===== src/hdl/mrsc_pkg.sv =====
// Shared types, codes and constants for the run-length sprite span clipper.
package mrsc_pkg;

   // Stream code fields.
   localparam logic [6:0] RUN_MASK     = 7'd127;
   localparam logic [6:0] END_CODE     = 7'd0;
   localparam logic [6:0] NEWLINE_CODE = 7'd0;

   // Configuration port geometry.
   localparam int CSR_INDEX_WIDTH = 3;
   localparam int CSR_DATA_WIDTH  = 16;

   // Width of the clip arithmetic: wide enough that edges never wrap.
   localparam int CLIP_WIDTH = 18;

   // Register indexes of the configuration port.
   typedef enum logic [CSR_INDEX_WIDTH-1:0] {
      CSR_START_X     = 3'd0,
      CSR_START_Y     = 3'd1,
      CSR_FILL_COLOR  = 3'd2,
      CSR_CLIP_ENABLE = 3'd3,
      CSR_CLIP_LEFT   = 3'd4,
      CSR_CLIP_TOP    = 3'd5,
      CSR_CLIP_WIDTH  = 3'd6,
      CSR_CLIP_HEIGHT = 3'd7
   } csr_index_type;

   // Configuration as seen by the datapath, with derived clip edges.
   typedef struct packed {
      logic signed [15:0]           start_x;
      logic signed [15:0]           start_y;
      logic [7:0]                   fill_color;
      logic                         clip_enable;
      logic signed [CLIP_WIDTH-1:0] clip_left;
      logic signed [CLIP_WIDTH-1:0] clip_top;
      logic signed [CLIP_WIDTH-1:0] clip_right;
      logic signed [CLIP_WIDTH-1:0] clip_bottom;
   } cfg_type;

   // Drawing cursor carried from one request to the next.
   typedef struct packed {
      logic signed [15:0] column;
      logic signed [15:0] row;
      logic               finished;
   } cursor_type;

   // One decoded fill span.
   typedef struct packed {
      logic               valid;
      logic signed [15:0] row;
      logic signed [15:0] column;
      logic [6:0]         length;
      logic               done;
   } span_type;

endpackage


===== src/hdl/mrsc_req_if.sv =====
// Request channel carrying one stream code byte.
interface mrsc_req_if;
   logic       valid;
   logic       ready;
   logic [7:0] code_byte;
   logic       restart;

   modport source (output valid, output code_byte, output restart, input ready);
   modport sink (input valid, input code_byte, input restart, output ready);
endinterface


===== src/hdl/mrsc_rsp_if.sv =====
// Result channel carrying one fill span.
interface mrsc_rsp_if;
   logic               valid;
   logic               ready;
   logic signed [15:0] span_row;
   logic signed [15:0] span_column;
   logic [6:0]         span_length;
   logic [7:0]         span_color;
   logic               sprite_done;

   modport source (output valid, output span_row, output span_column, output span_length,
                   output span_color, output sprite_done, input ready);
   modport sink (input valid, input span_row, input span_column, input span_length,
                 input span_color, input sprite_done, output ready);
endinterface


===== src/hdl/mono_rle_span_clipper.sv =====
// Top level of the run-length sprite span clipper: request stage, cursor and result register.
//
//   channel  direction  handshake        contents
//   req_bus  in         valid / ready    code_byte, restart
//   rsp_bus  out        valid / ready    span_row, span_column, span_length,
//                                        span_color, sprite_done
//   csr_*    in         write enable     register index, write data
//
// A request that gives a result passes through the request register, where it
// is decoded against the cursor, and then the result register. One request is
// accepted per cycle while the result does not stall; the cursor update is one add.
// Reset is synchronous and clears the cursor, the finished flag and both
// valid flags. A stalled result holds the request stage, which then holds
// the request channel, whether or not the waiting request gives a result.
module mono_rle_span_clipper (
   input  logic                                 clock,
   input  logic                                 reset,
   mrsc_req_if.sink                             req_bus,
   mrsc_rsp_if.source                           rsp_bus,
   input  logic                                 csr_write_enable,
   input  logic [mrsc_pkg::CSR_INDEX_WIDTH-1:0] csr_index,
   input  logic [mrsc_pkg::CSR_DATA_WIDTH-1:0]  csr_write_data
);

   mrsc_pkg::cfg_type    cfg;
   mrsc_pkg::cursor_type cursor_ff;
   mrsc_pkg::cursor_type cursor_in;
   mrsc_pkg::span_type   span;

   logic               req_valid_ff;
   logic [7:0]         req_code_ff;
   logic               req_restart_ff;
   logic               rsp_valid_ff;
   logic               rsp_valid_in;
   logic signed [15:0] rsp_row_ff;
   logic signed [15:0] rsp_column_ff;
   logic [6:0]         rsp_length_ff;
   logic [7:0]         rsp_color_ff;
   logic               rsp_done_ff;
   logic               advance;

   mrsc_csr u_csr (
      .clock            (clock),
      .reset            (reset),
      .csr_write_enable (csr_write_enable),
      .csr_index        (csr_index),
      .csr_write_data   (csr_write_data),
      .cfg              (cfg)
   );

   mrsc_span_calc u_span_calc (
      .code_byte   (req_code_ff),
      .restart     (req_restart_ff),
      .cursor      (cursor_ff),
      .cfg         (cfg),
      .cursor_next (cursor_in),
      .span        (span)
   );

   // The request stage moves on when the result register can take its output.
   assign advance       = req_valid_ff && (!rsp_valid_ff || rsp_bus.ready);
   assign req_bus.ready = !req_valid_ff || advance;

   // Request register.
   always_ff @(posedge clock) begin
      if (reset) begin
         req_valid_ff <= 1'b0;
      end else if (req_bus.ready) begin
         req_valid_ff <= req_bus.valid;
      end
   end

   always_ff @(posedge clock) begin
      if (req_bus.ready && req_bus.valid) begin
         req_code_ff    <= req_bus.code_byte;
         req_restart_ff <= req_bus.restart;
      end
   end

   // Cursor state advances once per decoded request.
   always_ff @(posedge clock) begin
      if (reset) begin
         cursor_ff <= '0;
      end else if (advance) begin
         cursor_ff <= cursor_in;
      end
   end

   // Result register valid flag.
   always_comb begin
      rsp_valid_in = rsp_valid_ff;
      if (advance && span.valid) begin
         rsp_valid_in = 1'b1;
      end else if (rsp_bus.ready) begin
         rsp_valid_in = 1'b0;
      end
   end

   always_ff @(posedge clock) begin
      if (reset) begin
         rsp_valid_ff <= 1'b0;
      end else begin
         rsp_valid_ff <= rsp_valid_in;
      end
   end

   // Result payload.
   always_ff @(posedge clock) begin
      if (advance && span.valid) begin
         rsp_row_ff    <= span.row;
         rsp_column_ff <= span.column;
         rsp_length_ff <= span.length;
         rsp_color_ff  <= cfg.fill_color;
         rsp_done_ff   <= span.done;
      end
   end

   assign rsp_bus.valid       = rsp_valid_ff;
   assign rsp_bus.span_row    = rsp_row_ff;
   assign rsp_bus.span_column = rsp_column_ff;
   assign rsp_bus.span_length = rsp_length_ff;
   assign rsp_bus.span_color  = rsp_color_ff;
   assign rsp_bus.sprite_done = rsp_done_ff;

endmodule


===== src/hdl/mrsc_csr.sv =====
// Configuration registers with precomputed right and bottom clip edges.
module mrsc_csr (
   input  logic                                 clock,
   input  logic                                 reset,
   input  logic                                 csr_write_enable,
   input  logic [mrsc_pkg::CSR_INDEX_WIDTH-1:0] csr_index,
   input  logic [mrsc_pkg::CSR_DATA_WIDTH-1:0]  csr_write_data,
   output mrsc_pkg::cfg_type                    cfg
);

   logic signed [15:0] start_x_ff;
   logic signed [15:0] start_y_ff;
   logic [7:0]         fill_color_ff;
   logic               clip_enable_ff;
   logic signed [15:0] clip_left_ff;
   logic signed [15:0] clip_top_ff;
   logic [14:0]        clip_width_ff;
   logic [14:0]        clip_height_ff;
   logic signed [mrsc_pkg::CLIP_WIDTH-1:0] clip_right_ff;
   logic signed [mrsc_pkg::CLIP_WIDTH-1:0] clip_bottom_ff;
   logic signed [mrsc_pkg::CLIP_WIDTH-1:0] clip_left_ext;
   logic signed [mrsc_pkg::CLIP_WIDTH-1:0] clip_top_ext;
   logic signed [mrsc_pkg::CLIP_WIDTH-1:0] clip_right_in;
   logic signed [mrsc_pkg::CLIP_WIDTH-1:0] clip_bottom_in;

   // Register writes, one index per cycle.
   always_ff @(posedge clock) begin
      if (reset) begin
         start_x_ff     <= '0;
         start_y_ff     <= '0;
         fill_color_ff  <= '0;
         clip_enable_ff <= 1'b0;
         clip_left_ff   <= '0;
         clip_top_ff    <= '0;
         clip_width_ff  <= '0;
         clip_height_ff <= '0;
      end else if (csr_write_enable) begin
         case (csr_index)
            mrsc_pkg::CSR_START_X:     start_x_ff     <= csr_write_data;
            mrsc_pkg::CSR_START_Y:     start_y_ff     <= csr_write_data;
            mrsc_pkg::CSR_FILL_COLOR:  fill_color_ff  <= csr_write_data[7:0];
            mrsc_pkg::CSR_CLIP_ENABLE: clip_enable_ff <= csr_write_data[0];
            mrsc_pkg::CSR_CLIP_LEFT:   clip_left_ff   <= csr_write_data;
            mrsc_pkg::CSR_CLIP_TOP:    clip_top_ff    <= csr_write_data;
            mrsc_pkg::CSR_CLIP_WIDTH:  clip_width_ff  <= csr_write_data[14:0];
            mrsc_pkg::CSR_CLIP_HEIGHT: clip_height_ff <= csr_write_data[14:0];
            default: ;
         endcase
      end
   end

   // The inclusive right and bottom edges are formed at full precision.
   assign clip_left_ext  = {{2{clip_left_ff[15]}}, clip_left_ff};
   assign clip_top_ext   = {{2{clip_top_ff[15]}}, clip_top_ff};
   assign clip_right_in  = clip_left_ext + $signed({3'b000, clip_width_ff})
                           - 18'sd1;
   assign clip_bottom_in = clip_top_ext + $signed({3'b000, clip_height_ff})
                           - 18'sd1;

   // The edges sit in a register of their own behind the clip registers; nothing holds requests off after a write.
   always_ff @(posedge clock) begin
      if (reset) begin
         clip_right_ff  <= -18'sd1;
         clip_bottom_ff <= -18'sd1;
      end else begin
         clip_right_ff  <= clip_right_in;
         clip_bottom_ff <= clip_bottom_in;
      end
   end

   assign cfg.start_x     = start_x_ff;
   assign cfg.start_y     = start_y_ff;
   assign cfg.fill_color  = fill_color_ff;
   assign cfg.clip_enable = clip_enable_ff;
   assign cfg.clip_left   = clip_left_ext;
   assign cfg.clip_top    = clip_top_ext;
   assign cfg.clip_right  = clip_right_ff;
   assign cfg.clip_bottom = clip_bottom_ff;

endmodule


===== src/hdl/mrsc_span_calc.sv =====
// Decodes one code byte against the cursor and clips the resulting span.
module mrsc_span_calc (
   input  logic [7:0]           code_byte,
   input  logic                 restart,
   input  mrsc_pkg::cursor_type cursor,
   input  mrsc_pkg::cfg_type    cfg,
   output mrsc_pkg::cursor_type cursor_next,
   output mrsc_pkg::span_type   span
);

   mrsc_pkg::cursor_type base;
   logic [6:0]           low_bits;
   logic [6:0]           run;
   logic signed [mrsc_pkg::CLIP_WIDTH-1:0] x;
   logic signed [mrsc_pkg::CLIP_WIDTH-1:0] y;
   logic signed [mrsc_pkg::CLIP_WIDTH-1:0] x_last;
   logic signed [mrsc_pkg::CLIP_WIDTH-1:0] clip_start;
   logic signed [mrsc_pkg::CLIP_WIDTH-1:0] clip_end;
   logic signed [mrsc_pkg::CLIP_WIDTH-1:0] clip_len;
   logic                 overlap;

   // A restart reloads the cursor before the byte is decoded.
   always_comb begin
      base = cursor;
      if (restart) begin
         base.column   = cfg.start_x;
         base.row      = cfg.start_y;
         base.finished = 1'b0;
      end
   end

   assign low_bits = code_byte[6:0] & mrsc_pkg::RUN_MASK;
   assign run      = code_byte[6:0];

   // Clip window test and trimmed span bounds.
   assign x      = {{2{base.column[15]}}, base.column};
   assign y      = {{2{base.row[15]}}, base.row};
   assign x_last = x + $signed({11'd0, run}) - 18'sd1;
   assign overlap = (y >= cfg.clip_top) && (y <= cfg.clip_bottom)
                    && (x_last >= cfg.clip_left) && (x <= cfg.clip_right);
   assign clip_start = (x > cfg.clip_left) ? x : cfg.clip_left;
   assign clip_end   = (x_last < cfg.clip_right) ? x_last : cfg.clip_right;
   assign clip_len   = clip_end - clip_start + 18'sd1;

   // Code classification, cursor update and span selection.
   always_comb begin
      cursor_next = base;
      span.valid  = 1'b0;
      span.row    = base.row;
      span.column = base.column;
      span.length = '0;
      span.done   = 1'b0;
      if (!base.finished) begin
         if (code_byte[7]) begin
            if (low_bits == mrsc_pkg::END_CODE) begin
               cursor_next.finished = 1'b1;
               span.valid           = 1'b1;
               span.done            = 1'b1;
            end else begin
               cursor_next.column = base.column + $signed({9'd0, low_bits});
            end
         end else if (code_byte == {1'b0, mrsc_pkg::NEWLINE_CODE}) begin
            cursor_next.column = cfg.start_x;
            cursor_next.row    = base.row + 16'sd1;
         end else begin
            cursor_next.column = base.column + $signed({9'd0, run});
            if (run != 7'd0) begin
               if (!cfg.clip_enable) begin
                  span.valid  = 1'b1;
                  span.length = run;
               end else if (overlap && (clip_len > 18'sd0)) begin
                  span.valid  = 1'b1;
                  span.column = clip_start[15:0];
                  span.length = clip_len[6:0];
               end
            end
         end
      end
   end

endmodule

===== src/flat_wrapper.sv =====
// flat-port wrapper written by rule: the top's interface ports become plain ports
module mono_rle_span_clipper_flat 
  (clock, reset, csr_write_enable, csr_index, csr_write_data, req_bus_valid, req_bus_code_byte, req_bus_restart, req_bus_ready, rsp_bus_valid, rsp_bus_span_row, rsp_bus_span_column, rsp_bus_span_length, rsp_bus_span_color, rsp_bus_sprite_done, rsp_bus_ready);
  mrsc_req_if req_bus_i ();
  mrsc_rsp_if rsp_bus_i ();
  input  logic clock;
  input  logic reset;
  input  logic csr_write_enable;
  input  logic [mrsc_pkg::CSR_INDEX_WIDTH-1:0] csr_index;
  input  logic [mrsc_pkg::CSR_DATA_WIDTH-1:0] csr_write_data;
  input wire logic [$bits(req_bus_i.valid)-1:0] req_bus_valid;
  input wire logic [$bits(req_bus_i.code_byte)-1:0] req_bus_code_byte;
  input wire logic [$bits(req_bus_i.restart)-1:0] req_bus_restart;
  output wire logic [$bits(req_bus_i.ready)-1:0] req_bus_ready;
  output wire logic [$bits(rsp_bus_i.valid)-1:0] rsp_bus_valid;
  output wire logic [$bits(rsp_bus_i.span_row)-1:0] rsp_bus_span_row;
  output wire logic [$bits(rsp_bus_i.span_column)-1:0] rsp_bus_span_column;
  output wire logic [$bits(rsp_bus_i.span_length)-1:0] rsp_bus_span_length;
  output wire logic [$bits(rsp_bus_i.span_color)-1:0] rsp_bus_span_color;
  output wire logic [$bits(rsp_bus_i.sprite_done)-1:0] rsp_bus_sprite_done;
  input wire logic [$bits(rsp_bus_i.ready)-1:0] rsp_bus_ready;
  assign req_bus_i.valid = req_bus_valid;
  assign req_bus_i.code_byte = req_bus_code_byte;
  assign req_bus_i.restart = req_bus_restart;
  assign req_bus_ready = req_bus_i.ready;
  assign rsp_bus_valid = rsp_bus_i.valid;
  assign rsp_bus_span_row = rsp_bus_i.span_row;
  assign rsp_bus_span_column = rsp_bus_i.span_column;
  assign rsp_bus_span_length = rsp_bus_i.span_length;
  assign rsp_bus_span_color = rsp_bus_i.span_color;
  assign rsp_bus_sprite_done = rsp_bus_i.sprite_done;
  assign rsp_bus_i.ready = rsp_bus_ready;
  mono_rle_span_clipper u_core (.clock(clock), .reset(reset), .req_bus(req_bus_i), .rsp_bus(rsp_bus_i), .csr_write_enable(csr_write_enable), .csr_index(csr_index), .csr_write_data(csr_write_data));
endmodule

===== config.mk =====
export PLATFORM = sky130hd
export DESIGN_NAME = mono_rle_span_clipper_flat
export DESIGN_NICKNAME = d
export VERILOG_FILES = /design/src/hdl/mrsc_pkg.sv /design/src/hdl/mrsc_req_if.sv /design/src/hdl/mrsc_rsp_if.sv /design/src/hdl/mono_rle_span_clipper.sv /design/src/hdl/mrsc_csr.sv /design/src/hdl/mrsc_span_calc.sv /design/src/flat_wrapper.sv
export SDC_FILE = /design/constraint.sdc
export NUM_CORES = 1
export LEC_CHECK = 0
export ABC_AREA = 1
export BUFFER_PORTS_ARGS = -buffer_cell sky130_fd_sc_hd__buf_2
export CORE_ASPECT_RATIO = 0.6
export CORE_MARGIN = 4
export CORE_UTILIZATION = 30
export CTS_CLUSTER_DIAMETER = 100
export DETAILED_ROUTE_END_ITERATION = 8
export GPL_TIMING_DRIVEN = 0
export PLACE_DENSITY_LB_ADDON = 0.15
export SETUP_SLACK_MARGIN = 0.1
export SLEW_MARGIN = 20
export SYNTH_ARGS = -nofsm -noshare
export SYNTH_HDL_FRONTEND = slang
export SYNTH_SLANG_ARGS = --single-unit
export TNS_END_PERCENT = 20

===== constraint.sdc =====
create_clock -name clock -period 10.5 [get_ports clock]
set_input_delay 1.05 -clock clock [delete_from_list [all_inputs] [get_ports clock]]
set_output_delay 1.05 -clock clock [all_outputs]
set_load 0.005 [all_outputs]

# Word level (Yosys, flattened, before mapping)
# Index checks and enable logic that the tools add are counted.
# word_totals
reg_bits,231
out_inout_bits,50
# op_classes
muxes,26
eq_ne,7
bitwise_logic,1
n_addsub,10
n_reduce_logical,25
n_lt_le_gt_ge,7
# ops
operator,n
16-bit 2-to-1 mux,6
23-bit 2-to-1 mux,4
33-bit 2-to-1 mux,2
"17-bit by 2-bit subtractor with 18-bit output, second input constant",3
16-bit by 18-bit <= comparator with 1-bit output,2
18-bit 2-to-1 mux,2
16-bit by 16-bit adder with 17-bit output,2
24-bit 2-to-1 mux,1
"18-bit by 2-bit adder with 18-bit output, second input constant",1
18-bit by 16-bit greater-or-equal comparator with 1-bit output,1
"18-bit by 1-bit > comparator with 1-bit output, second input constant",1
18-bit less-than comparator,1
18-bit subtractor,1
16-bit by 8-bit adder with 17-bit output,1
"16-bit by 2-bit adder with 16-bit output, second input constant",1
16-bit by 8-bit adder with 16-bit output,1
16-bit greater-or-equal comparator,1
16-bit > comparator,1
2-bit AND reduction,8
"3-bit equality test, second input constant",4
1-bit 2-to-1 mux,10
8-bit zero test,1
1-bit logical AND,7
7-bit zero test,1
10 further kinds,13

# Logic depth before layout (Yosys ltp)
# Gate-level depths: netlist of the first run.
# depth
depth_word,17
depth_mapped,56
mapped_depth_nobuf,52

# By module
# From an unflattened synthesis of the first run, not the netlist that was laid out.
# hier_totals
hier_cells,2551
area_unflattened_um2,17760.8
# modules_own_cells
module,cells_per_inst,instances,area_each_um2,seq_area_each_um2
mrsc_span_calc,1259,1,7372.1,0.0
mrsc_csr,1002,1,7014.2,2782.7
mono_rle_span_clipper,290,1,3374.5,2412.3

# Least setup slack after synthesis of the first run
# No wires, ideal clock.
# synth_timing
path_type,reg2reg
start,register u_core.req_restart_ff
end,"register u_core.rsp_color_ff[0], in the netlist u_core.rsp_bus.span_color[0] (enable)"
t_required_ns,10.098
synth_period_minus_slack_ns,8.032
path_slack_ns,2.468
path_stages_with_launch,52
t_arrival_ns,7.630
path_buffers,5
setup_time_ns,0.402
cell_sequence,edfxtp_1 buf_2 buf_2 buf_2 buf_2 o21ai_0 ha_1 inv_1 ha_1 inv_1 fa_1 o21ai_2 nand2_1 nand2_1 inv_1 o21ai_0 nor2_1 nor3_1 (+16 left out) nand3_1 nand3_2 nand2_2 nand2_2 nand2_2 nand2_2 nand3_1 nand2_1 xor2_2 inv_1 nand2_1 nand2_1 nand2_2 nand2_1 nand2_1 nand2_1 nand2_1 inv_1
# synth_via
elab_chain_cells,16
elab_cells_between_ends,25
classes_between,add/sub (4); order compare (7); mux (9); reduce/logical (5)
# synth_lines
item,line_no,text
from (decl),mono_rle_span_clipper.sv:32,logic req_restart_ff;
from (signal assigned),mono_rle_span_clipper.sv:76,req_restart_ff <= req_bus.restart;
33-bit 2-to-1 mux *,mrsc_span_calc.sv:25,if (restart) begin
16-bit by 8-bit adder with 17-bit output,mrsc_span_calc.sv:38,"assign x_last = x + $signed({11'd0, run}) - 18'sd1;"
17-bit by 2-bit subtractor with 18-bit output,mrsc_span_calc.sv:38,
18-bit less-than comparator,mrsc_span_calc.sv:42,assign clip_end = (x_last < cfg.clip_right) ? x_last : cfg.clip_right;
18-bit 2-to-1 mux,mrsc_span_calc.sv:42,
18-bit subtractor,mrsc_span_calc.sv:43,assign clip_len = clip_end - clip_start + 18'sd1;
18-bit by 2-bit adder with 18-bit output,mrsc_span_calc.sv:43,
18-bit by 1-bit > comparator with 1-bit output,mrsc_span_calc.sv:71,end else if (overlap && (clip_len > 18'sd0)) begin
1-bit logical AND,mrsc_span_calc.sv:71,
1-bit 2-to-1 mux,mrsc_span_calc.sv:71,
1-bit 2-to-1 mux,mrsc_span_calc.sv:68,if (!cfg.clip_enable) begin
1-bit 2-to-1 mux,mrsc_span_calc.sv:67,if (run != 7'd0) begin
1-bit 2-to-1 mux,mrsc_span_calc.sv:62,"end else if (code_byte == {1'b0, mrsc_pkg::NEWLINE_CODE}) begin"
1-bit 2-to-1 mux,mrsc_span_calc.sv:54,if (code_byte[7]) begin
1-bit 2-to-1 mux *,mrsc_span_calc.sv:53,if (!base.finished) begin
1-bit logical AND *,mono_rle_span_clipper.sv:109,if (advance && span.valid) begin
to (signal assigned),mono_rle_span_clipper.sv:113,rsp_color_ff <= cfg.fill_color;
to (decl),mono_rle_span_clipper.sv:38,logic [7:0] rsp_color_ff;
# Mark *: on every way between the ends. The rest lies on a longest branch, timed or not.
# A chain may end at the register's enable or synchronous reset.

# Worst setup path in the final report of the first run
# layout_timing
start,register u_core.req_restart_ff
end,"register u_core.rsp_row_ff[14], in the netlist u_core.rsp_bus.span_row[14] (enable)"
# layout_via
elab_chain_cells,16
elab_cells_between_ends,25
classes_between,add/sub (4); order compare (7); mux (9); reduce/logical (5)
# layout_lines
item,line_no,text
33-bit 2-to-1 mux *,mrsc_span_calc.sv:25,
16-bit by 8-bit adder with 17-bit output,mrsc_span_calc.sv:38,
17-bit by 2-bit subtractor with 18-bit output,mrsc_span_calc.sv:38,
18-bit less-than comparator,mrsc_span_calc.sv:42,
18-bit 2-to-1 mux,mrsc_span_calc.sv:42,
18-bit subtractor,mrsc_span_calc.sv:43,
18-bit by 2-bit adder with 18-bit output,mrsc_span_calc.sv:43,
18-bit by 1-bit > comparator with 1-bit output,mrsc_span_calc.sv:71,
1-bit logical AND,mrsc_span_calc.sv:71,
1-bit 2-to-1 mux,mrsc_span_calc.sv:71,
1-bit 2-to-1 mux,mrsc_span_calc.sv:68,
1-bit 2-to-1 mux,mrsc_span_calc.sv:67,
1-bit 2-to-1 mux,mrsc_span_calc.sv:62,
1-bit 2-to-1 mux,mrsc_span_calc.sv:54,
1-bit 2-to-1 mux *,mrsc_span_calc.sv:53,
1-bit logical AND *,mono_rle_span_clipper.sv:109,
to (signal assigned),mono_rle_span_clipper.sv:110,rsp_row_ff <= span.row;
to (decl),mono_rle_span_clipper.sv:35,logic signed [15:0] rsp_row_ff;
# Marks and branches as above.

==> out/metrics.cfg, run 1 <==
[detailed_routing]
post-route-drc-count = 0
vias = 14770
ant_nets = 0
dr.pass1.iters = 5
drt-vias-per-instance = 4.946
first_iter_violations = 1263
wl_um = 56370
wl_per_cell_um = 18.87

[power]
p_leak_nw = 8.807
total_power_mw = 3.951
p_per_area_nw_per_um2 = 217.5
peakVddDrop_v = 0.0001339

[synthesis]
synth-main-ff-cell = dfxtp_1
synth_top_cell_by_area = dfxtp_1
ys_warn_count = 0
synth_area_per_cell_um2 = 7.425
ys_seq_area_share_pct = 32.51
yosys-top-cells-area = dfxtp_1 22%, ha_1 18%, edfxtp_1 11%
synth.distinct_cells = 46
synth_fp_nets = 2423
async_flop_share_pct = 0
synth.top_cell.area_share_pct = 21.80
netlist_instances = 2152
syn_area_um2 = 15980
synth-seq-cells = 231
synth_edf_count = 57

[worst_setup_path]
critical-path-max-stage-delay_ns = 0.45
start_kind = register
r2r_start = u_core.req_restart_ff$_DFFE_PP_
crit_slowest_cell = fa_1
worstSetupPathType = register to register
cp_max_fo = 25
cp.arrival_ns = 9.70
critPathRequiredTime_ns = 10.74
crit_path_start = u_core.req_restart_ff$_DFFE_PP_
crit_path_end_kind = register
critPathMostFrequentCell = nand2_1

[die]
initial_core_util_pct = 30.37
die_height_um = 186.8
die_area_um2 = 57140
die_width_um = 305.9
io_pins = 83
core_um2 = 52620
num_rows = 65

[layout]
area_growth_pct = 13.67
final_util_pct = 34.52
num-nets-final = 2534
drive_above_1_share_pct = 7.578

[placed_design]
dpl.hpwl_um = 45780
dp_slack_ns = 0.7152
place_congestion = 0.9126
port_buffers = 82

[global_route]
grt_pass1_vias = 13810
grt_usage_pct = 19.21
grt-ovfl-total = 0
grt_pass1_wl_um = 84400
antenna_found_initial = 8
grt_max_degree = 26

[clock_tree]
h-tree-depth = 1
cts_hold_buf = 0
cts_tree = yes
cts_resized = 0
clk_pin_slew_ns = 0.06
cts_buffers = 26
post_cts_buffers = 0
clock_latency_ns = 0.56
cts_root_buf = clkbuf_16
clk_path_buf_depth = 3
cts_num_sinks = 231

[run]
maxCapViolCount = 0

[sta]
worst_pin_slew_ns = 1.102
final.min_clock_period_ns = 9.458
fin_ws_ns = 1.042
drv_slew = 0
hold_slack_ns = 0.4279
max_freq_mhz = 105.7
relSlewSlack_pct = 26.56
setup_tns_ns = 0
clock_skew_ns = 0.02421
finalCritPeriodShare_pct = 90.08
rsz0062_at_grt = no
setup_viol = 0
hold_viol = 0

[hold_path]
hold_start = u_core.u_csr.fill_color_ff[2]$_SDFFE_PP0P_
min_path_type = register to register

[outcome]
status = complete, no violations

==> path summary, 6_finish.rpt <==
check                                                end  slack [ns]  cells after the start
setup / recovery   u_core.rsp_bus.span_row[14]$_DFFE_PP_        1.04                     53
hold / removal    u_core.rsp_bus.span_color[2]$_DFFE_PP_        0.43                      0
setup reg to reg   u_core.rsp_bus.span_row[14]$_DFFE_PP_        1.04                     53
hold reg to reg   u_core.rsp_bus.span_color[2]$_DFFE_PP_        0.43                      0
==> placed cells by master (no fill, tap or decap), drive strengths merged <==
cell / instances
o22ai: 5
bufinv: 2
a41oi: 4
buf: 91
diode: 1
nand3b: 6
o31ai: 2
ha: 233
or2: 3
nor4: 6
clkbuf: 86
a221oi: 8
clkinv: 12
inv: 393
a21oi: 222
o21a: 5
a21boi: 3
o2111ai: 1
nor3: 16
o21ai: 263
edfxtp: 57
dfxtp: 174
o21bai: 12
nor2: 129
a31oi: 5
xor2: 45
nand3: 69
o221ai: 3
fa: 5
and2: 2
nand4: 25
xnor2: 9
mux2: 1
nand2: 380
clkinvlp: 2
a21o: 4
==> through the flow <==
stage          cell area (µm²)  instances
2_1_floorplan            15980       2152
5_1_grt                  18160       2986
4_1_cts                  18150       2986
6_report                 18160       2987
3_5_place_dp             17290       2938
3_3_place_gp             17270       2937
==> cell usage after synthesis (all sizes together) (9+ instances only) <==
cell type and instances:
o21ai 263, a21oi 222, o21bai 12, inv 393, dfxtp 174, xnor2 9
xor2 45, clkbuf 51, nand2 380, nand3 69, nor2 129, ha 233
edfxtp 57, nand4 25, nor3 16
==> where the power goes <==
group          switching, mW  internal [mW]
combinational           1.34          0.674
sequential            0.0262          0.972
clock                  0.389          0.546
total                   1.76           2.19
==> sequential cells by signal, indices dropped and copies added, names as in the netlist, 16 cells and up <==
| signal | cells |
|---|---|
| u_core.u_csr.clip_top_ff | 16 |
| u_core.u_csr.start_y_ff | 16 |
| u_core.u_csr.clip_left_ff | 16 |
| u_core.u_csr.start_x_ff | 16 |
| u_core.u_csr.clip_right_ff | 18 |
| u_core.u_csr.clip_bottom_ff | 18 |
| u_core.rsp_bus.span_column | 16 |
| u_core.rsp_bus.span_row | 16 |
| u_core.cursor_ff | 33 |
==> area by class of cell <==
type	instances	area [µm²]
Multi-Input combinational cell	1466	9052
Antenna cell	1	2.502
Clock inverter	13	120.1
Buffer	59	246.5
Clock buffer	35	745.7
Inverter	396	1491
Fill cell	5613	34460
Tap cell	703	879.6
Timing Repair Buffer	83	430.4
Sequential cell	231	5195
==> worst max-delay path: cells and delay by family (launching register included) <==
kind                     cells  cell delay (ns)
flip-flops                   1             0.32
adder cells (fa/ha/maj)      7             2.23
XOR/XNOR                     2             0.55
AO/OA/AOI/OAI                5             1.00
buffers and inverters       12             2.30
AND/OR/NAND/NOR             27             2.69
==> per-layer routing <==
layer,GRT usage (%),wire [µm]
met1,31.95,30700
met2,24.47,19590
met3,4.594,5274
met4,2.810,797
met5,0,13
==> kinds of logic (layout without fill, tap and decap cells) <==
| group | count (synthesis) | in the layout | synth area share (%) |
|---|---|---|---|
| other cells | 0 | 1 | 0 |
| xor+xnor | 54 | 54 | 3.007 |
| fa+ha+maj | 238 | 238 | 18.87 |
| buf+inv | 455 | 586 | 10.84 |
| flops | 231 | 231 | 32.51 |
| compound gates | 537 | 537 | 17.99 |
| mux | 1 | 1 | 0.07047 |
| simple gates | 636 | 636 | 16.72 |
No activity file was read; power rests on OpenSTA's default activity.
==> inputs of run 2 (changes only) <==
--- a/config.mk
+++ b/config.mk
@@ -11,6 +11,7 @@
 export CORE_MARGIN = 4
 export CORE_UTILIZATION = 30
 export CTS_CLUSTER_DIAMETER = 100
+export CTS_CLUSTER_SIZE = 25
 export DETAILED_ROUTE_END_ITERATION = 8
 export GPL_TIMING_DRIVEN = 0
 export PLACE_DENSITY_LB_ADDON = 0.15
==> constraint.sdc (replaced) <==
create_clock -name clock -period 11.15 [get_ports clock]
set_input_delay 1.115 -clock clock [delete_from_list [all_inputs] [get_ports clock]]
set_output_delay 1.115 -clock clock [all_outputs]
set_load 0.005 [all_outputs]
==> out/metrics.cfg, run 2 (same netlist as run 1, synthesis figures left out) <==
[outcome]
status = complete, no violations

[detailed_routing]
wl_met2_um = 19500
ant_nets = 0
vias = 14660
dr.pass1.iters = 5
wl_um = 56020
topRoutingLayerUsed = met5
wl_met1_um = 30730
first_iter_violations = 1319
wl_met3_um = 5091
wl_per_cell_um = 18.94
drt-vias-per-instance = 4.956
post-route-drc-count = 0

[clock_tree]
cts_resized = 0
cts_tree = yes
clk_path_buf_depth = 3
cts_root_buf = clkbuf_16
cts_num_sinks = 231
clock_latency_ns = 0.53
clk_pin_slew_ns = 0.11
post_cts_buffers = 0
h-tree-depth = 1
cts_hold_buf = 0
cts_buffers = 13

[die]
initial_core_util_pct = 30.37
die_height_um = 186.8
num_rows = 65
core_um2 = 52620
io_pins = 83
die_area_um2 = 57140
die_width_um = 305.9

[worst_setup_path]
worstReg2RegEnd = u_core.rsp_bus.span_row[14]$_DFFE_PP_
crit_end = u_core.rsp_bus.span_row[14]$_DFFE_PP_
start_kind = register
cp.arrival_ns = 10.22
r2r_start = u_core.req_restart_ff$_DFFE_PP_
crit_slowest_cell = clkbuf_1
worst-path-stages = 52
rr_worst_depth = 52
cp_max_fo = 25
worst-path-buf-inv = 11
critPathRequiredTime_ns = 11.37
regToRegSetupSlack_ns = 1.15
worstSetupPathType = register to register
cp_top_family = buffers and inverters
crit_path_end_kind = register
critPathMostFrequentCell = nand2_1
crit_path_start = u_core.req_restart_ff$_DFFE_PP_
critical-path-max-stage-delay_ns = 0.57

[power]
combinationalPowerShare_pct = 56.4
switchingPower_mw = 1.596
p_leak_nw = 8.556
sw_frac_of_total_pct = 47.38
peakVddDrop_v = 0.0001259
pwr-share-clk_pct = 15.7
p_int_mw = 1.772
p_seq_share_pct = 27.9
p_per_area_nw_per_um2 = 190.7

[layout]
layout_common_cells = 388 x inv_1, 372 x nand2_1, 246 x o21ai_0
largestRegisters = u_core.cursor_ff (33), u_core.u_csr.clip_bottom_ff (18), u_core.u_csr.clip_right_ff (18)
fill_cells = 5627
largest-register = u_core.cursor_ff
n_antenna_cell = 0
area_growth_pct = 10.54
final_util_pct = 33.57
largest_reg_flops = 33
num-nets-final = 2521
final_common_cell = inv_1
drive_above_1_share_pct = 6.430

[placed_design]
dpl.hpwl_um = 45780
place_congestion = 0.9126
port_buffers = 82

[sta]
clock_skew_ns = 0.04241
rsz0062_at_grt = no
worst_pin_slew_ns = 1.094
drv_slew = 0
setup_viol = 0
finalCritPeriodShare_pct = 89.67
hold_viol = 0
max_freq_mhz = 100.0
final.min_clock_period_ns = 9.998
relSlewSlack_pct = 27.07
setup_tns_ns = 0

[hold_path]
min_path_type = register to register

[global_route]
antenna_found_initial = 7
grt_pass1_wl_um = 83790
grt_max_degree = 27
grt_usage_pct = 19.09
grt_pass1_vias = 13670
grt-ovfl-total = 0

[run]
maxCapViolCount = 0

run 2: changes by cell type in the layout (fill, tap and decap cells not counted), sizes merged:
cell / delta
clkbuf: -18
clkinv: -8
bufinv: -2
clkinvlp: -2
inv: +2
diode: -1
run 2: layout make-up:
class                           count  area (µm²)  share of cell area, %
Tap cell                          703       879.6                  4.980
Clock buffer                       17       340.3                  1.927
Sequential cell                   231        5195                  29.41
Multi-Input combinational cell   1466        9052                  51.25
Clock inverter                      3       33.78                 0.1913
Timing Repair Buffer               83       430.4                  2.437
Buffer                             59       242.7                  1.374
Inverter                          396        1489                  8.430
run 2: power by group through the flow:
stage	clock, mW	sequential [mW]	combinational (mW)
after floorplan	0	0.947	1.35
after global placement	0	0.957	1.85
after detailed placement	0	0.957	1.86
after CTS	0.546	0.938	1.88
after global routing	0.576	0.945	2.16
final	0.530	0.938	1.90
run 2: worst min-delay path by stage:
stage,start,depth (start not counted),slack [ns],end
2_1_floorplan,u_core.u_csr.fill_color_ff[0]$_SDFFE_PP0P_,0,0.40,u_core.rsp_bus.span_color[0]$_DFFE_PP_
3_3_place_gp,u_core.u_csr.fill_color_ff[5]$_SDFFE_PP0P_,0,0.41,u_core.rsp_bus.span_color[5]$_DFFE_PP_
3_5_place_dp,u_core.u_csr.fill_color_ff[2]$_SDFFE_PP0P_,0,0.42,u_core.rsp_bus.span_color[2]$_DFFE_PP_
4_1_cts,u_core.u_csr.fill_color_ff[3]$_SDFFE_PP0P_,0,0.45,u_core.rsp_bus.span_color[3]$_DFFE_PP_
5_1_grt,u_core.u_csr.fill_color_ff[3]$_SDFFE_PP0P_,0,0.46,u_core.rsp_bus.span_color[3]$_DFFE_PP_
6_report,u_core.u_csr.fill_color_ff[5]$_SDFFE_PP0P_,0,0.44,u_core.rsp_bus.span_color[5]$_DFFE_PP_
run 2: per-stage QoR:
stage	setup WS, ns	area (µm²)	hold WS (ns)	std cells	power (mW)
2_1_floorplan	3.118	15980	0.4030	2152	2.292
3_5_place_dp	1.365	17290	0.4165	2938	2.817
3_3_place_gp	0.5024	17270	0.4142	2937	2.809
5_1_grt	0.3992	17660	0.4556	2958	3.677
4_1_cts	1.306	17660	0.4454	2958	3.361
6_report	1.152	17660	0.4442	2958	3.368
run 2: metal layers:
metal	vias to the layer above	track usage (%)
met5	-	0
met4	2	2.450
met3	40	4.402
met2	475	24.41
met1	6875	31.91
li1	7269	-
